**src/gyro_fifo_frame_conditioner_unit_defines.svh**
```systemverilog
// ----------------------------------------------------------------------------
// gyro fifo frame conditioner: assertion macros
// shared checks on the clock clk with synchronous active-low reset rst_n
// ----------------------------------------------------------------------------
`ifndef GYRO_FIFO_FRAME_CONDITIONER_UNIT_DEFINES_SVH
`define GYRO_FIFO_FRAME_CONDITIONER_UNIT_DEFINES_SVH

// condition holds at every edge out of reset
`define GFFC_ASSERT_ALWAYS(lbl, cond, msg) \
  lbl: assert property (@(posedge clk) disable iff (!rst_n) (cond)) else $error(msg);

// antecedent at one edge implies consequent at the next
`define GFFC_ASSERT_NEXT(lbl, ante, cons, msg) \
  lbl: assert property (@(posedge clk) disable iff (!rst_n) (ante) |=> (cons)) else $error(msg);

`endif

```
**src/gffc_pkg.sv**
```systemverilog
// ----------------------------------------------------------------------------
// gffc_pkg
// types, constants and register codes of the gyro frame conditioner
// ----------------------------------------------------------------------------
`default_nettype none

package gffc_pkg;

  // frame layout
  localparam int FRAME_BYTES = 6;
  localparam int STORE_BYTES = FRAME_BYTES - 1;
  localparam logic [2:0] LAST_POS = 3'(FRAME_BYTES - 1);

  // queue depths
  localparam int MQ_DEPTH = 2;
  localparam int MQ_AW    = $clog2(MQ_DEPTH);
  localparam int MQ_CW    = $clog2(MQ_DEPTH + 1);
  localparam int OQ_DEPTH = 4;
  localparam int OQ_AW    = $clog2(OQ_DEPTH);
  localparam int OQ_CW    = $clog2(OQ_DEPTH + 1);

  // config port
  localparam int APB_AW = 5;
  localparam int APB_DW = 32;

  // register indexes
  typedef enum logic [2:0] {
    REG_BIAS_X     = 3'd0,
    REG_BIAS_Y     = 3'd1,
    REG_BIAS_Z     = 3'd2,
    REG_RATE_SCALE = 3'd3,
    REG_AXIS_MAP   = 3'd4,
    REG_SIGN_MASK  = 3'd5
  } reg_idx_t;

  // register reset values
  localparam logic [19:0] RATE_SCALE_RST = 20'd2235;
  localparam logic [5:0]  AXIS_MAP_RST   = 6'd36;

  // axis source selector codes (anything else picks z)
  localparam logic [1:0] SEL_X = 2'd0;
  localparam logic [1:0] SEL_Y = 2'd1;

  // rate limits, signed q8.16
  localparam logic signed [30:0] RATE_MAX = 31'sd8388607;
  localparam logic signed [30:0] RATE_MIN = -31'sd8388608;

  typedef logic signed [15:0] count_t;
  typedef logic signed [23:0] rate_t;

  typedef struct packed {
    count_t raw_x;
    count_t raw_y;
    count_t raw_z;
  } frame_t;

  typedef struct packed {
    rate_t  roll_rate;
    rate_t  pitch_rate;
    rate_t  yaw_rate;
    count_t raw_x;
    count_t raw_y;
    count_t raw_z;
    logic   clipped;
  } result_t;

  typedef struct packed {
    logic signed [19:0] bias_x;
    logic signed [19:0] bias_y;
    logic signed [19:0] bias_z;
    logic [19:0]        rate_scale;
    logic [5:0]         axis_map;
    logic [2:0]         sign_mask;
  } cfg_t;

endpackage

`default_nettype wire

```
**src/gffc_regs.sv**
```systemverilog
// ----------------------------------------------------------------------------
// gffc_regs
// apb register file holding bias, scale, axis map and sign mask
// ----------------------------------------------------------------------------
`default_nettype none

module gffc_regs import gffc_pkg::*; (
  input  wire logic              clk,
  input  wire logic              rst_n,
  input  wire logic              psel,
  input  wire logic              penable,
  input  wire logic              pwrite,
  input  wire logic [APB_AW-1:0] paddr,
  input  wire logic [APB_DW-1:0] pwdata,
  output logic      [APB_DW-1:0] prdata,
  output logic                   pready,
  output cfg_t                   cfg
);

  cfg_t     cfg_r, cfg_nxt;
  reg_idx_t idx;
  logic     wr_en;

  assign idx    = reg_idx_t'(paddr[4:2]);
  assign wr_en  = psel && penable && pwrite;
  assign pready = 1'b1;
  assign cfg    = cfg_r;

  // write decode
  always_comb begin
    cfg_nxt = cfg_r;
    if (wr_en) begin
      case (idx)
        REG_BIAS_X:     cfg_nxt.bias_x     = pwdata[19:0];
        REG_BIAS_Y:     cfg_nxt.bias_y     = pwdata[19:0];
        REG_BIAS_Z:     cfg_nxt.bias_z     = pwdata[19:0];
        REG_RATE_SCALE: cfg_nxt.rate_scale = pwdata[19:0];
        REG_AXIS_MAP:   cfg_nxt.axis_map   = pwdata[5:0];
        REG_SIGN_MASK:  cfg_nxt.sign_mask  = pwdata[2:0];
        default:        cfg_nxt = cfg_r;
      endcase
    end
  end

  always_ff @(posedge clk) begin
    if (!rst_n) begin
      cfg_r.bias_x     <= '0;
      cfg_r.bias_y     <= '0;
      cfg_r.bias_z     <= '0;
      cfg_r.rate_scale <= RATE_SCALE_RST;
      cfg_r.axis_map   <= AXIS_MAP_RST;
      cfg_r.sign_mask  <= '0;
    end else begin
      cfg_r <= cfg_nxt;
    end
  end

  // read mux
  always_comb begin
    prdata = '0;
    case (idx)
      REG_BIAS_X:     prdata = {{(APB_DW-20){1'b0}}, cfg_r.bias_x};
      REG_BIAS_Y:     prdata = {{(APB_DW-20){1'b0}}, cfg_r.bias_y};
      REG_BIAS_Z:     prdata = {{(APB_DW-20){1'b0}}, cfg_r.bias_z};
      REG_RATE_SCALE: prdata = {{(APB_DW-20){1'b0}}, cfg_r.rate_scale};
      REG_AXIS_MAP:   prdata = {{(APB_DW-6){1'b0}}, cfg_r.axis_map};
      REG_SIGN_MASK:  prdata = {{(APB_DW-3){1'b0}}, cfg_r.sign_mask};
      default:        prdata = '0;
    endcase
  end

endmodule

`default_nettype wire

```
**src/gffc_front.sv**
```systemverilog
// ----------------------------------------------------------------------------
// gffc_front
// byte assembler: collects big-endian frames and hands raw counts onward
// ----------------------------------------------------------------------------
`default_nettype none

`include "gyro_fifo_frame_conditioner_unit_defines.svh"

module gffc_front import gffc_pkg::*; (
  input  wire logic       clk,
  input  wire logic       rst_n,
  input  wire logic       push,
  output logic            full,
  input  wire logic [7:0] in_data_byte,
  input  wire logic       in_frame_start,
  input  wire logic       q_full,
  output logic            q_push,
  output frame_t          q_frame
);

  logic [2:0] pos_r, pos_nxt;
  logic [2:0] pos_cur;
  logic [7:0] fb_r [STORE_BYTES];
  logic       accept;
  logic       last;

  assign full    = q_full;
  assign accept  = push && !q_full;
  // a frame start realigns to the first byte
  assign pos_cur = in_frame_start ? 3'd0 : pos_r;
  assign last    = (pos_cur >= LAST_POS);
  assign q_push  = accept && last;

  // frame assembly from stored bytes and the closing byte
  assign q_frame.raw_x = {fb_r[0], fb_r[1]};
  assign q_frame.raw_y = {fb_r[2], fb_r[3]};
  assign q_frame.raw_z = {fb_r[4], in_data_byte};

  always_comb begin
    pos_nxt = pos_r;
    if (accept) begin
      pos_nxt = last ? 3'd0 : pos_cur + 3'd1;
    end
  end

  always_ff @(posedge clk) begin
    if (!rst_n) begin
      pos_r <= '0;
    end else begin
      pos_r <= pos_nxt;
    end
  end

  // byte store, no reset needed
  always_ff @(posedge clk) begin
    if (accept && !last) begin
      fb_r[pos_cur] <= in_data_byte;
    end
  end

  `GFFC_ASSERT_ALWAYS(a_pos_range, pos_r <= LAST_POS, "byte position out of range")

endmodule

`default_nettype wire

```
**src/gffc_queue.sv**
```systemverilog
// ----------------------------------------------------------------------------
// gffc_queue
// short frame queue between the byte assembler and the arithmetic pipeline
// ----------------------------------------------------------------------------
`default_nettype none

`include "gyro_fifo_frame_conditioner_unit_defines.svh"

module gffc_queue import gffc_pkg::*; (
  input  wire logic   clk,
  input  wire logic   rst_n,
  input  wire logic   wr_en,
  input  wire frame_t wr_data,
  output logic        full,
  input  wire logic   rd_en,
  output frame_t      rd_data,
  output logic        empty
);

  frame_t           mem_r [MQ_DEPTH];
  logic [MQ_AW-1:0] wr_ptr_r, wr_ptr_nxt;
  logic [MQ_AW-1:0] rd_ptr_r, rd_ptr_nxt;
  logic [MQ_CW-1:0] cnt_r, cnt_nxt;
  logic             do_wr, do_rd;

  assign full    = (cnt_r == MQ_CW'(MQ_DEPTH));
  assign empty   = (cnt_r == '0);
  assign do_wr   = wr_en && !full;
  assign do_rd   = rd_en && !empty;
  assign rd_data = mem_r[rd_ptr_r];

  // pointer and count update
  always_comb begin
    wr_ptr_nxt = wr_ptr_r;
    rd_ptr_nxt = rd_ptr_r;
    cnt_nxt    = cnt_r;
    if (do_wr) begin
      wr_ptr_nxt = (wr_ptr_r == MQ_AW'(MQ_DEPTH - 1)) ? '0 : wr_ptr_r + 1'b1;
    end
    if (do_rd) begin
      rd_ptr_nxt = (rd_ptr_r == MQ_AW'(MQ_DEPTH - 1)) ? '0 : rd_ptr_r + 1'b1;
    end
    case ({do_wr, do_rd})
      2'b10:   cnt_nxt = cnt_r + 1'b1;
      2'b01:   cnt_nxt = cnt_r - 1'b1;
      default: cnt_nxt = cnt_r;
    endcase
  end

  always_ff @(posedge clk) begin
    if (!rst_n) begin
      wr_ptr_r <= '0;
      rd_ptr_r <= '0;
      cnt_r    <= '0;
    end else begin
      wr_ptr_r <= wr_ptr_nxt;
      rd_ptr_r <= rd_ptr_nxt;
      cnt_r    <= cnt_nxt;
    end
  end

  // storage
  always_ff @(posedge clk) begin
    if (do_wr) begin
      mem_r[wr_ptr_r] <= wr_data;
    end
  end

  `GFFC_ASSERT_ALWAYS(a_mq_bound, cnt_r <= MQ_CW'(MQ_DEPTH), "frame queue count overflow")

endmodule

`default_nettype wire

```
**src/gffc_back.sv**
```systemverilog
// ----------------------------------------------------------------------------
// gffc_back
// bias, scale, round, axis remap, saturation and the result queue
// ----------------------------------------------------------------------------
`default_nettype none

`include "gyro_fifo_frame_conditioner_unit_defines.svh"

module gffc_back import gffc_pkg::*; (
  input  wire logic   clk,
  input  wire logic   rst_n,
  input  wire cfg_t   cfg,
  input  wire frame_t q_frame,
  input  wire logic   q_empty,
  output logic        q_pop,
  input  wire logic   pop,
  output logic        empty,
  output result_t     res
);

  // pipeline registers
  logic               s1_v_r;
  frame_t             s1_frame_r;
  logic signed [20:0] s1_corr_r [3];
  logic               s2_v_r;
  frame_t             s2_frame_r;
  logic signed [41:0] s2_prod_r [3];

  logic signed [20:0] corr_nxt  [3];
  logic signed [41:0] prod_nxt  [3];
  logic signed [29:0] rate_a    [3];
  count_t             raw_a     [3];
  logic signed [19:0] bias_a    [3];
  rate_t              out_rate  [3];
  logic [2:0]         clip_a;
  result_t            res_nxt;

  // result queue
  result_t          oq_r [OQ_DEPTH];
  logic [OQ_AW-1:0] oq_wr_r, oq_rd_r;
  logic [OQ_CW-1:0] oq_cnt_r, oq_cnt_nxt;
  logic [OQ_CW-1:0] committed;
  logic             oq_wr, oq_rd;

  // take a frame only when its result already has a slot reserved
  assign committed = oq_cnt_r + OQ_CW'(s1_v_r) + OQ_CW'(s2_v_r);
  assign q_pop     = !q_empty && (committed < OQ_CW'(OQ_DEPTH));

  // stage 1: align count to q.4 and remove bias
  always_comb begin
    raw_a[0]  = q_frame.raw_x;
    raw_a[1]  = q_frame.raw_y;
    raw_a[2]  = q_frame.raw_z;
    bias_a[0] = cfg.bias_x;
    bias_a[1] = cfg.bias_y;
    bias_a[2] = cfg.bias_z;
    for (int i = 0; i < 3; i++) begin
      corr_nxt[i] = $signed({raw_a[i][15], raw_a[i], 4'b0000})
                  - $signed({bias_a[i][19], bias_a[i]});
    end
  end

  // stage 2: one multiply per axis
  always_comb begin
    for (int i = 0; i < 3; i++) begin
      prod_nxt[i] = s1_corr_r[i] * $signed({1'b0, cfg.rate_scale});
    end
  end

  always_ff @(posedge clk) begin
    if (!rst_n) begin
      s1_v_r <= 1'b0;
      s2_v_r <= 1'b0;
    end else begin
      s1_v_r <= q_pop;
      s2_v_r <= s1_v_r;
    end
  end

  always_ff @(posedge clk) begin
    s1_frame_r <= q_frame;
    s2_frame_r <= s1_frame_r;
    for (int i = 0; i < 3; i++) begin
      s1_corr_r[i] <= corr_nxt[i];
      s2_prod_r[i] <= prod_nxt[i];
    end
  end

  // stage 3: round half up to q.16, remap, negate, saturate
  always_comb begin
    logic signed [41:0] sum;
    logic signed [29:0] src;
    logic signed [30:0] v;
    logic [1:0]         sel;
    for (int i = 0; i < 3; i++) begin
      sum       = s2_prod_r[i] + 42'sd2048;
      rate_a[i] = sum[41:12];
    end
    for (int k = 0; k < 3; k++) begin
      sel = cfg.axis_map[2*k +: 2];
      case (sel)
        SEL_X:   src = rate_a[0];
        SEL_Y:   src = rate_a[1];
        default: src = rate_a[2];
      endcase
      v = {src[29], src};
      if (cfg.sign_mask[k]) begin
        v = -v;
      end
      clip_a[k] = 1'b0;
      if (v > RATE_MAX) begin
        v         = RATE_MAX;
        clip_a[k] = 1'b1;
      end else if (v < RATE_MIN) begin
        v         = RATE_MIN;
        clip_a[k] = 1'b1;
      end
      out_rate[k] = v[23:0];
    end
    res_nxt.roll_rate  = out_rate[0];
    res_nxt.pitch_rate = out_rate[1];
    res_nxt.yaw_rate   = out_rate[2];
    res_nxt.raw_x      = s2_frame_r.raw_x;
    res_nxt.raw_y      = s2_frame_r.raw_y;
    res_nxt.raw_z      = s2_frame_r.raw_z;
    res_nxt.clipped    = |clip_a;
  end

  // result queue control
  assign oq_wr = s2_v_r;
  assign empty = (oq_cnt_r == '0);
  assign oq_rd = pop && !empty;
  assign res   = oq_r[oq_rd_r];

  always_comb begin
    case ({oq_wr, oq_rd})
      2'b10:   oq_cnt_nxt = oq_cnt_r + 1'b1;
      2'b01:   oq_cnt_nxt = oq_cnt_r - 1'b1;
      default: oq_cnt_nxt = oq_cnt_r;
    endcase
  end

  always_ff @(posedge clk) begin
    if (!rst_n) begin
      oq_wr_r  <= '0;
      oq_rd_r  <= '0;
      oq_cnt_r <= '0;
    end else begin
      oq_cnt_r <= oq_cnt_nxt;
      if (oq_wr) begin
        oq_wr_r <= (oq_wr_r == OQ_AW'(OQ_DEPTH - 1)) ? '0 : oq_wr_r + 1'b1;
      end
      if (oq_rd) begin
        oq_rd_r <= (oq_rd_r == OQ_AW'(OQ_DEPTH - 1)) ? '0 : oq_rd_r + 1'b1;
      end
    end
  end

  always_ff @(posedge clk) begin
    if (oq_wr) begin
      oq_r[oq_wr_r] <= res_nxt;
    end
  end

  `GFFC_ASSERT_ALWAYS(a_credit_bound, committed <= OQ_CW'(OQ_DEPTH), "result slots overbooked")
  `GFFC_ASSERT_NEXT(a_pop_enters, q_pop, s1_v_r, "popped frame did not enter pipeline")

endmodule

`default_nettype wire

```
**src/gyro_fifo_frame_conditioner_unit.sv**
```systemverilog
// ----------------------------------------------------------------------------
// gyro_fifo_frame_conditioner_unit
// assembles gyro fifo bytes into frames and returns calibrated body rates
// ----------------------------------------------------------------------------
//  channel   ports                           transfer when
//  input     push/full, in_*                 push && !full
//  result    empty/pop, out_*                pop && !empty
//  config    psel/penable/pwrite/paddr/...   psel && penable && pwrite
//
//  one byte is taken every cycle while full is low; frames pass the
//  frame queue and the bias, multiply and round/saturate stages; full
//  rises only while the two-entry frame queue is full, which happens
//  when the four-entry result queue is held up by a stalled reader
//  reset is synchronous; no clearing pass, the block is ready right away
// ----------------------------------------------------------------------------
`default_nettype none

module gyro_fifo_frame_conditioner_unit import gffc_pkg::*; (
  input  wire logic              clk,
  input  wire logic              rst_n,
  // byte input
  input  wire logic              push,
  output logic                   full,
  input  wire logic [7:0]        in_data_byte,
  input  wire logic              in_frame_start,
  // result output
  output logic                   empty,
  input  wire logic              pop,
  output logic signed [23:0]     out_roll_rate,
  output logic signed [23:0]     out_pitch_rate,
  output logic signed [23:0]     out_yaw_rate,
  output logic signed [15:0]     out_raw_x,
  output logic signed [15:0]     out_raw_y,
  output logic signed [15:0]     out_raw_z,
  output logic                   out_clipped,
  // configuration
  input  wire logic              psel,
  input  wire logic              penable,
  input  wire logic              pwrite,
  input  wire logic [APB_AW-1:0] paddr,
  input  wire logic [APB_DW-1:0] pwdata,
  output logic      [APB_DW-1:0] prdata,
  output logic                   pready
);

  cfg_t    cfg;
  frame_t  fr_wr, fr_rd;
  logic    fq_push, fq_full, fq_pop, fq_empty;
  result_t res;

  // register file
  gffc_regs u_regs (
    .clk     (clk),
    .rst_n   (rst_n),
    .psel    (psel),
    .penable (penable),
    .pwrite  (pwrite),
    .paddr   (paddr),
    .pwdata  (pwdata),
    .prdata  (prdata),
    .pready  (pready),
    .cfg     (cfg)
  );

  // byte assembler
  gffc_front u_front (
    .clk            (clk),
    .rst_n          (rst_n),
    .push           (push),
    .full           (full),
    .in_data_byte   (in_data_byte),
    .in_frame_start (in_frame_start),
    .q_full         (fq_full),
    .q_push         (fq_push),
    .q_frame        (fr_wr)
  );

  // frame queue
  gffc_queue u_queue (
    .clk     (clk),
    .rst_n   (rst_n),
    .wr_en   (fq_push),
    .wr_data (fr_wr),
    .full    (fq_full),
    .rd_en   (fq_pop),
    .rd_data (fr_rd),
    .empty   (fq_empty)
  );

  // arithmetic pipeline and result queue
  gffc_back u_back (
    .clk     (clk),
    .rst_n   (rst_n),
    .cfg     (cfg),
    .q_frame (fr_rd),
    .q_empty (fq_empty),
    .q_pop   (fq_pop),
    .pop     (pop),
    .empty   (empty),
    .res     (res)
  );

  assign out_roll_rate  = res.roll_rate;
  assign out_pitch_rate = res.pitch_rate;
  assign out_yaw_rate   = res.yaw_rate;
  assign out_raw_x      = res.raw_x;
  assign out_raw_y      = res.raw_y;
  assign out_raw_z      = res.raw_z;
  assign out_clipped    = res.clipped;

endmodule

`default_nettype wire
```
**config.mk**
```make
export PLATFORM = sky130hd
export DESIGN_NAME = gyro_fifo_frame_conditioner_unit
export DESIGN_NICKNAME = d
export VERILOG_FILES = /design/src/gffc_pkg.sv /design/src/gffc_regs.sv /design/src/gffc_front.sv /design/src/gffc_queue.sv /design/src/gffc_back.sv /design/src/gyro_fifo_frame_conditioner_unit.sv
export VERILOG_INCLUDE_DIRS = /design/src /design/src/src
export SDC_FILE = /design/constraint.sdc
export NUM_CORES = 2
export LEC_CHECK = 0
export BUFFER_PORTS_ARGS = -buffer_cell sky130_fd_sc_hd__buf_2
export CAP_MARGIN = 20
export CORE_MARGIN = 1
export CORE_UTILIZATION = 56
export DETAILED_ROUTE_END_ITERATION = 12
export PLACE_DENSITY = 0.73
export SLEW_MARGIN = 30
export SYNTH_ARGS = -nofsm -noshare
export SYNTH_HDL_FRONTEND = slang
export SYNTH_HIERARCHICAL = 1
export SYNTH_SLANG_ARGS = --single-unit
```
**constraint.sdc**
```tcl
create_clock -name clk -period 15.55 [get_ports clk]
set_input_delay 3.11 -clock clk [delete_from_list [all_inputs] [get_ports clk]]
set_output_delay 3.11 -clock clk [all_outputs]
set_load 0.005 [all_outputs]
```
### Word level (Yosys, flattened, before mapping)

Memory sizes are Yosys's and may differ from the RTL's. A register that Yosys moved wholly into a read port is not among the register bits.
Cells that the tools add are included.
Widths: inputs -> output; s select.

* memories kept: 5
* bits in writable memories: 809
* bits in latches: 0
* output and inout port bits: 156
* word-level logic and storage cells: 137
* flip-flop bits (word level): 201
* memory bits (read-only): 0
* bits of input ports: 53

Memory list
* u_back.oq_r: depth 4, bits a word 121, rd ports 1, clocked after Yosys merged registers in 1, wr ports 1, line gffc_back.sv:39 `result_t oq_r [OQ_DEPTH];`
* u_back.s2_prod_r: depth 3, bits a word 42, rd ports 3, clocked after Yosys merged registers in 0, wr ports 3, line gffc_back.sv:27 `logic signed [41:0] s2_prod_r [3];`
* u_queue.mem_r: depth 2, bits a word 48, rd ports 1, clocked after Yosys merged registers in 1, wr ports 1, line gffc_queue.sv:20 `frame_t mem_r [MQ_DEPTH];`
* u_back.s1_corr_r: depth 3, bits a word 21, rd ports 3, clocked after Yosys merged registers in 0, wr ports 3, line gffc_back.sv:24 `logic signed [20:0] s1_corr_r [3];`
* u_front.fb_r: depth 5, bits a word 8, rd ports 5, clocked after Yosys merged registers in 0, wr ports 1, line gffc_front.sv:23 `logic [7:0] fb_r [STORE_BYTES];`

* multiplexer cells: 37
* bitwise gates (word level): 0
* divide/modulo/power cells: 0
* eq/ne operators: 15
* $lt $le $gt $ge: 8
* $mul: 3
* add/subtract/negate cells: 20
* shift operators: 0
* reductions and logical operators: 28

Operators by type and width (count)
* $pmux 30 s2: 3
* $mux 24: 6
* $add 42x13->42 const B: 3
* $mul 21x21->42: 3
* $pmux 20 s6: 1
* $gt 31x24->1 const B: 3
* $lt 31x24->1 const B: 3
* $mux 31: 3
* $neg 30->31: 3
* $sub 20x20->21: 3
* $mux 1: 16
* $reduce_and 2->1: 6
* $eq 2x1->1 const B: 5
* $eq 2x2->1 const B: 5
* $logic_and 1x1->1: 9
* $logic_not 2->1: 4
* $mux 2: 4
* $add 2x1->2 const B: 3
* $add 3x1->3: 2
* $add 3x1->3 const B: 2
* $eq 3x2->1 const B: 2
* $eq 3x3->1 const B: 2
* $logic_not 3->1: 2
* $mux 3: 2
* 11 further kinds: 16

### Depth between registers and ports, before layout

An unclocked memory read counts as a cell.

* depth after elaboration: 9
* gate-level depth with buffers: 31
* gate-level depth less buffers: 29

### Cells and area by module

Netlist, hierarchy kept.

By module, submodules not included
* gffc_back: area each 78093.6 µm², seq. area each 19799.0 µm², cells an instance 7344, times used 1
* gffc_regs: area each 4149.0 µm², seq. area each 1781.7 µm², cells an instance 409, times used 1
* gffc_queue: area each 3687.3 µm², seq. area each 2982.9 µm², cells an instance 175, times used 1
* gffc_front: area each 1545.2 µm², seq. area each 1261.2 µm², cells an instance 81, times used 1

### Least setup slack after synthesis

Ideal clock, no wire load.

* kind: input port to output port
* start: in paddr[3]
* end: out prdata[11]
* path slack: 8.350 ns
* arrival time: 4.090 ns
* cell stages on the path: 4
* buffers on the path: 2
* required time: 12.440 ns
* cells stage by stage: buf_6 > buf_6 > mux4_1 > and2_1

* word-level cells in the longest chain between the ends: 2
* elaborated cells between the ends (all ways): 7
* classes of those cells: 5 x eq/ne; 1 x mux; 1 x reduce/logical

RTL lines
* start, declared: line gyro_fifo_frame_conditioner_unit.sv:40 `input wire logic [APB_AW-1:0] paddr,`
* $eq 3x3->1, or another cell as far along: line gffc_regs.sv:61 `case (idx)`
* $pmux 20 s6 *: line gffc_regs.sv:61
* end, declared: line gyro_fifo_frame_conditioner_unit.sv:42 `output logic [APB_DW-1:0] prdata,`

Every way passes the cells marked *; elsewhere a longest branch is shown, timed or not.

==> out/qor.yml <==
place:
  place.gp.congestion: 0.993
  dp_hpwl_um: 176000
  placed_area_mm2: 0.0901
  port_buffers: 181
  placed_cells_incl_taps: 9916
floorplan:
  die_height_um: 397
  start_util_pct: 56.6
  dieArea_mm2: 0.158
  coreArea_mm2: 0.155
  die_w_um: 397
  io_pins: 209
  rows: 144
yosys:
  ys_seq_area_share_pct: 29.5
  yosys_warnings: 6
  synthesis.area_mm2: 0.0875
  synthTopCellsByCount: "inv_1 (1,412), fa_1 (1,309), and2_1 (801), nand2_1 (727), edfxtp_1 (620)"
  async_reset_ff_share_pct: 0
  synth_flop_cell: "edfxtp_1"
  synth_area_leaders: "fa_1 (30%), edfxtp_1 (21%), dfxtp_1 (8.2%), inv_1 (6.1%), and2_1 (5.7%)"
  synthCells: 8009
  yosysMostFrequentCell: "inv_1"
  yosysTopAreaCell: "fa_1"
  synth_top_cell_area_share_pct: 30.0
  synth_edf_count: 620
  ys_ff_latch: 980
  yosysUniqueCellTypes: 100
  synth_area_per_cell_um2: 10.9
grt:
  track_usage_pct: 30.5
  grt_pass1_wl_um: 363000
  use_met3_pct: 6.49
  grt_antenna_before_repair: 12
  grt.met2_usage_pct: 49.4
  busiest_layer: "met2"
  grt_use_met1_pct: 39.7
  grt_pass1_vias: 61753
  grt_max_degree: 99
  grt-ovfl-total: 0
clock_network:
  root_buffer: "clkbuf_16"
  cts_max_level: 3
  cts_tree: "built"
  hold_buffers: 0
  cts.clk_slew.worst_paths_ns: 0.06
  clockBufferDepth: 3
  clock_latency_ns: 0.72
  post_cts_buffers: 0
  cts_sinks: 980
  post_cts_resized: 0
  cts-buffers-inserted: 92
layout:
  syn_to_final_growth_pct: 6.58
  fin_cells: 10100
  nNetsFinal: 9727
  drive_gt1_share_pct: 8.85
  stdcell_area_mm2: 0.0932
  fin_util_pct: 60.3
timing:
  slew_violations: 0
  fin_skew_ns: 0.0497
  relSlewSlack_pct: 28.3
  period_share_pct: 55.7
  max_freq_ghz: 0.116
  period_needed_ns: 8.66
  rsz0062_at_grt: "false"
  worst_pin_slew_ns: 1.07
  hold_viol_final: 0
  fin_setup_tns_ns: 0
  setup_viol: 0
setup_path:
  endpoint_kind: "flip-flop"
  regToRegSetupSlack_ns: 6.89
  r2r_end: "u_back/s2_prod_r[0][83]"
  slowest_delay_ns: 0.83
  critPathSlowestCell: "dfxtp_2"
  path_common_cell: "fa_1"
  critPathKind: "reg -> reg"
  startpoint_type: "flip-flop"
  worstPathRequired_ns: 16.18
  cp_max_fo: 38
  reg2reg_from: "u_regs/cfg[13]"
  reg2reg_depth: 29
  arrival_ns: 9.28
hold_path:
  min_path_cells: 0
  min_to: "u_back/res_nxt[20]"
  hold_start: "u_back/s1_frame_r[19]"
  worstHoldPathType: "reg -> reg"
run:
  maxCapViolCount: 0
detailed_routing:
  firstDrtPassIters: 9
  ant_nets: 0
  drtIter0Drc: 4826
  vias_per_cell: 5.82
  via_count: 58773
  wl_um: 236000
  wl_per_cell_um: 23.4
  drc: 0
outcome:
  outcome: "finished clean"
pwr:
  power_density_mw_per_mm2: 105
  power_mw: 9.84
  p_leak_nw: 40.5
  ir_drop_v: 0.0000916
[per-layer routing]
layer / share of wire (%) / wire length, um
met1: 39 / 92800
met4: 5.1 / 12100
met5: 0.0093 / 22
met2: 47 / 111000
met3: 8.6 / 20200
[layout make-up]
type / count / area, um2
sequential: 980 / 25900
clock inverter: 39 / 443
inverter: 1415 / 5310
tap: 2044 / 2560
multi-input combinational: 5196 / 54700
timing repair buffer: 284 / 1720
clock buffer: 134 / 2640
antenna: 8 / 20.0
fill: 12373 / 61400
[cells by family (layout without fill, tap and decap cells)]
| group | after synthesis | count (layout) | synth area share, % |
|---|---|---|---|
| simple gates | 2203 | 2203 | 13.2 |
| buf+inv | 1844 | 1872 | 8.10 |
| fa+ha+maj | 1705 | 1705 | 35.6 |
| flops | 980 | 980 | 29.5 |
| compound gates | 696 | 696 | 5.24 |
| mux | 310 | 310 | 5.60 |
| xor+xnor | 269 | 269 | 2.69 |
| other cells | 2 | 21 | 0.00859 |
[worst max path at each step]
stage	start	end	slack (ns)
finish	u_regs/cfg[13]	u_back/s2_prod_r[0][83]	6.89
global route	u_regs/cfg[14]	u_back/s2_prod_r[0][41]	6.51
CTS	u_regs/cfg[13]	u_back/s2_prod_r[0][83]	6.97
detailed placement	u_regs/cfg[13]	u_back/s2_prod_r[0][83]	7.01
global placement	u_regs/cfg[13]	u_back/s2_prod_r[0][83]	7.07
floorplan	paddr[3]	prdata[11]	8.35
[cells in the final DEF, fill, tap and decap left out, drive strengths merged, types with 134 or more instances in the layout]
| master | Yosys | routed |
|---|---|---|
| dfxtp | 360 | 360 |
| o21ai | 216 | 216 |
| buf | 76 | 284 |
| xnor2 | 180 | 180 |
| and2 | 801 | 801 |
| fa | 1309 | 1309 |
| mux4 | 136 | 136 |
| edfxtp | 620 | 620 |
| nor2 | 159 | 159 |
| nand2 | 727 | 727 |
| clkbuf | 353 | 134 |
| inv | 1413 | 1419 |
| ha | 396 | 396 |
[stage by stage]
stage | setup slack (ns) | hold slack (ns)
after floorplan | 8.35 | 0.310
after global placement | 7.07 | 0.312
after detailed placement | 7.01 | 0.312
after CTS | 6.97 | 0.320
after global routing | 6.51 | 0.327
final | 6.89 | 0.312
[report_power, final]
part           total, mW  switching, mW  internal, mW  leakage [nW]
clock               2.29           1.01          1.28          1.48
combinational       4.17           2.62          1.55          30.4
sequential          3.38          0.291          3.09          8.57
total               9.84           3.92          5.91          40.5
[critical path, delay by kind of cell (launching register included)]
family | cells | cell delay, ns
AOI/OAI and AO/OA | 8 | 2.45
xor gates and xnor gates | 1 | 0.13
adders and majority gates | 8 | 3.71
buffers and inverters | 7 | 0.86
DFF | 1 | 0.83
and+or+nand+nor | 5 | 0.55
[state kept, by name, indices dropped and copies added, names as in the netlist, 40 cells and up, named ones only]
register	cells
u_back/s2_prod_r	93
u_front/fb_r	40
u_back/res_nxt	48
u_back/s1_corr_r	63
u_regs/cfg	89
u_back/s1_frame_r	48
u_back/oq_r	484
u_queue/mem_r	96
Note: power is estimated with default switching activity, not from simulation.
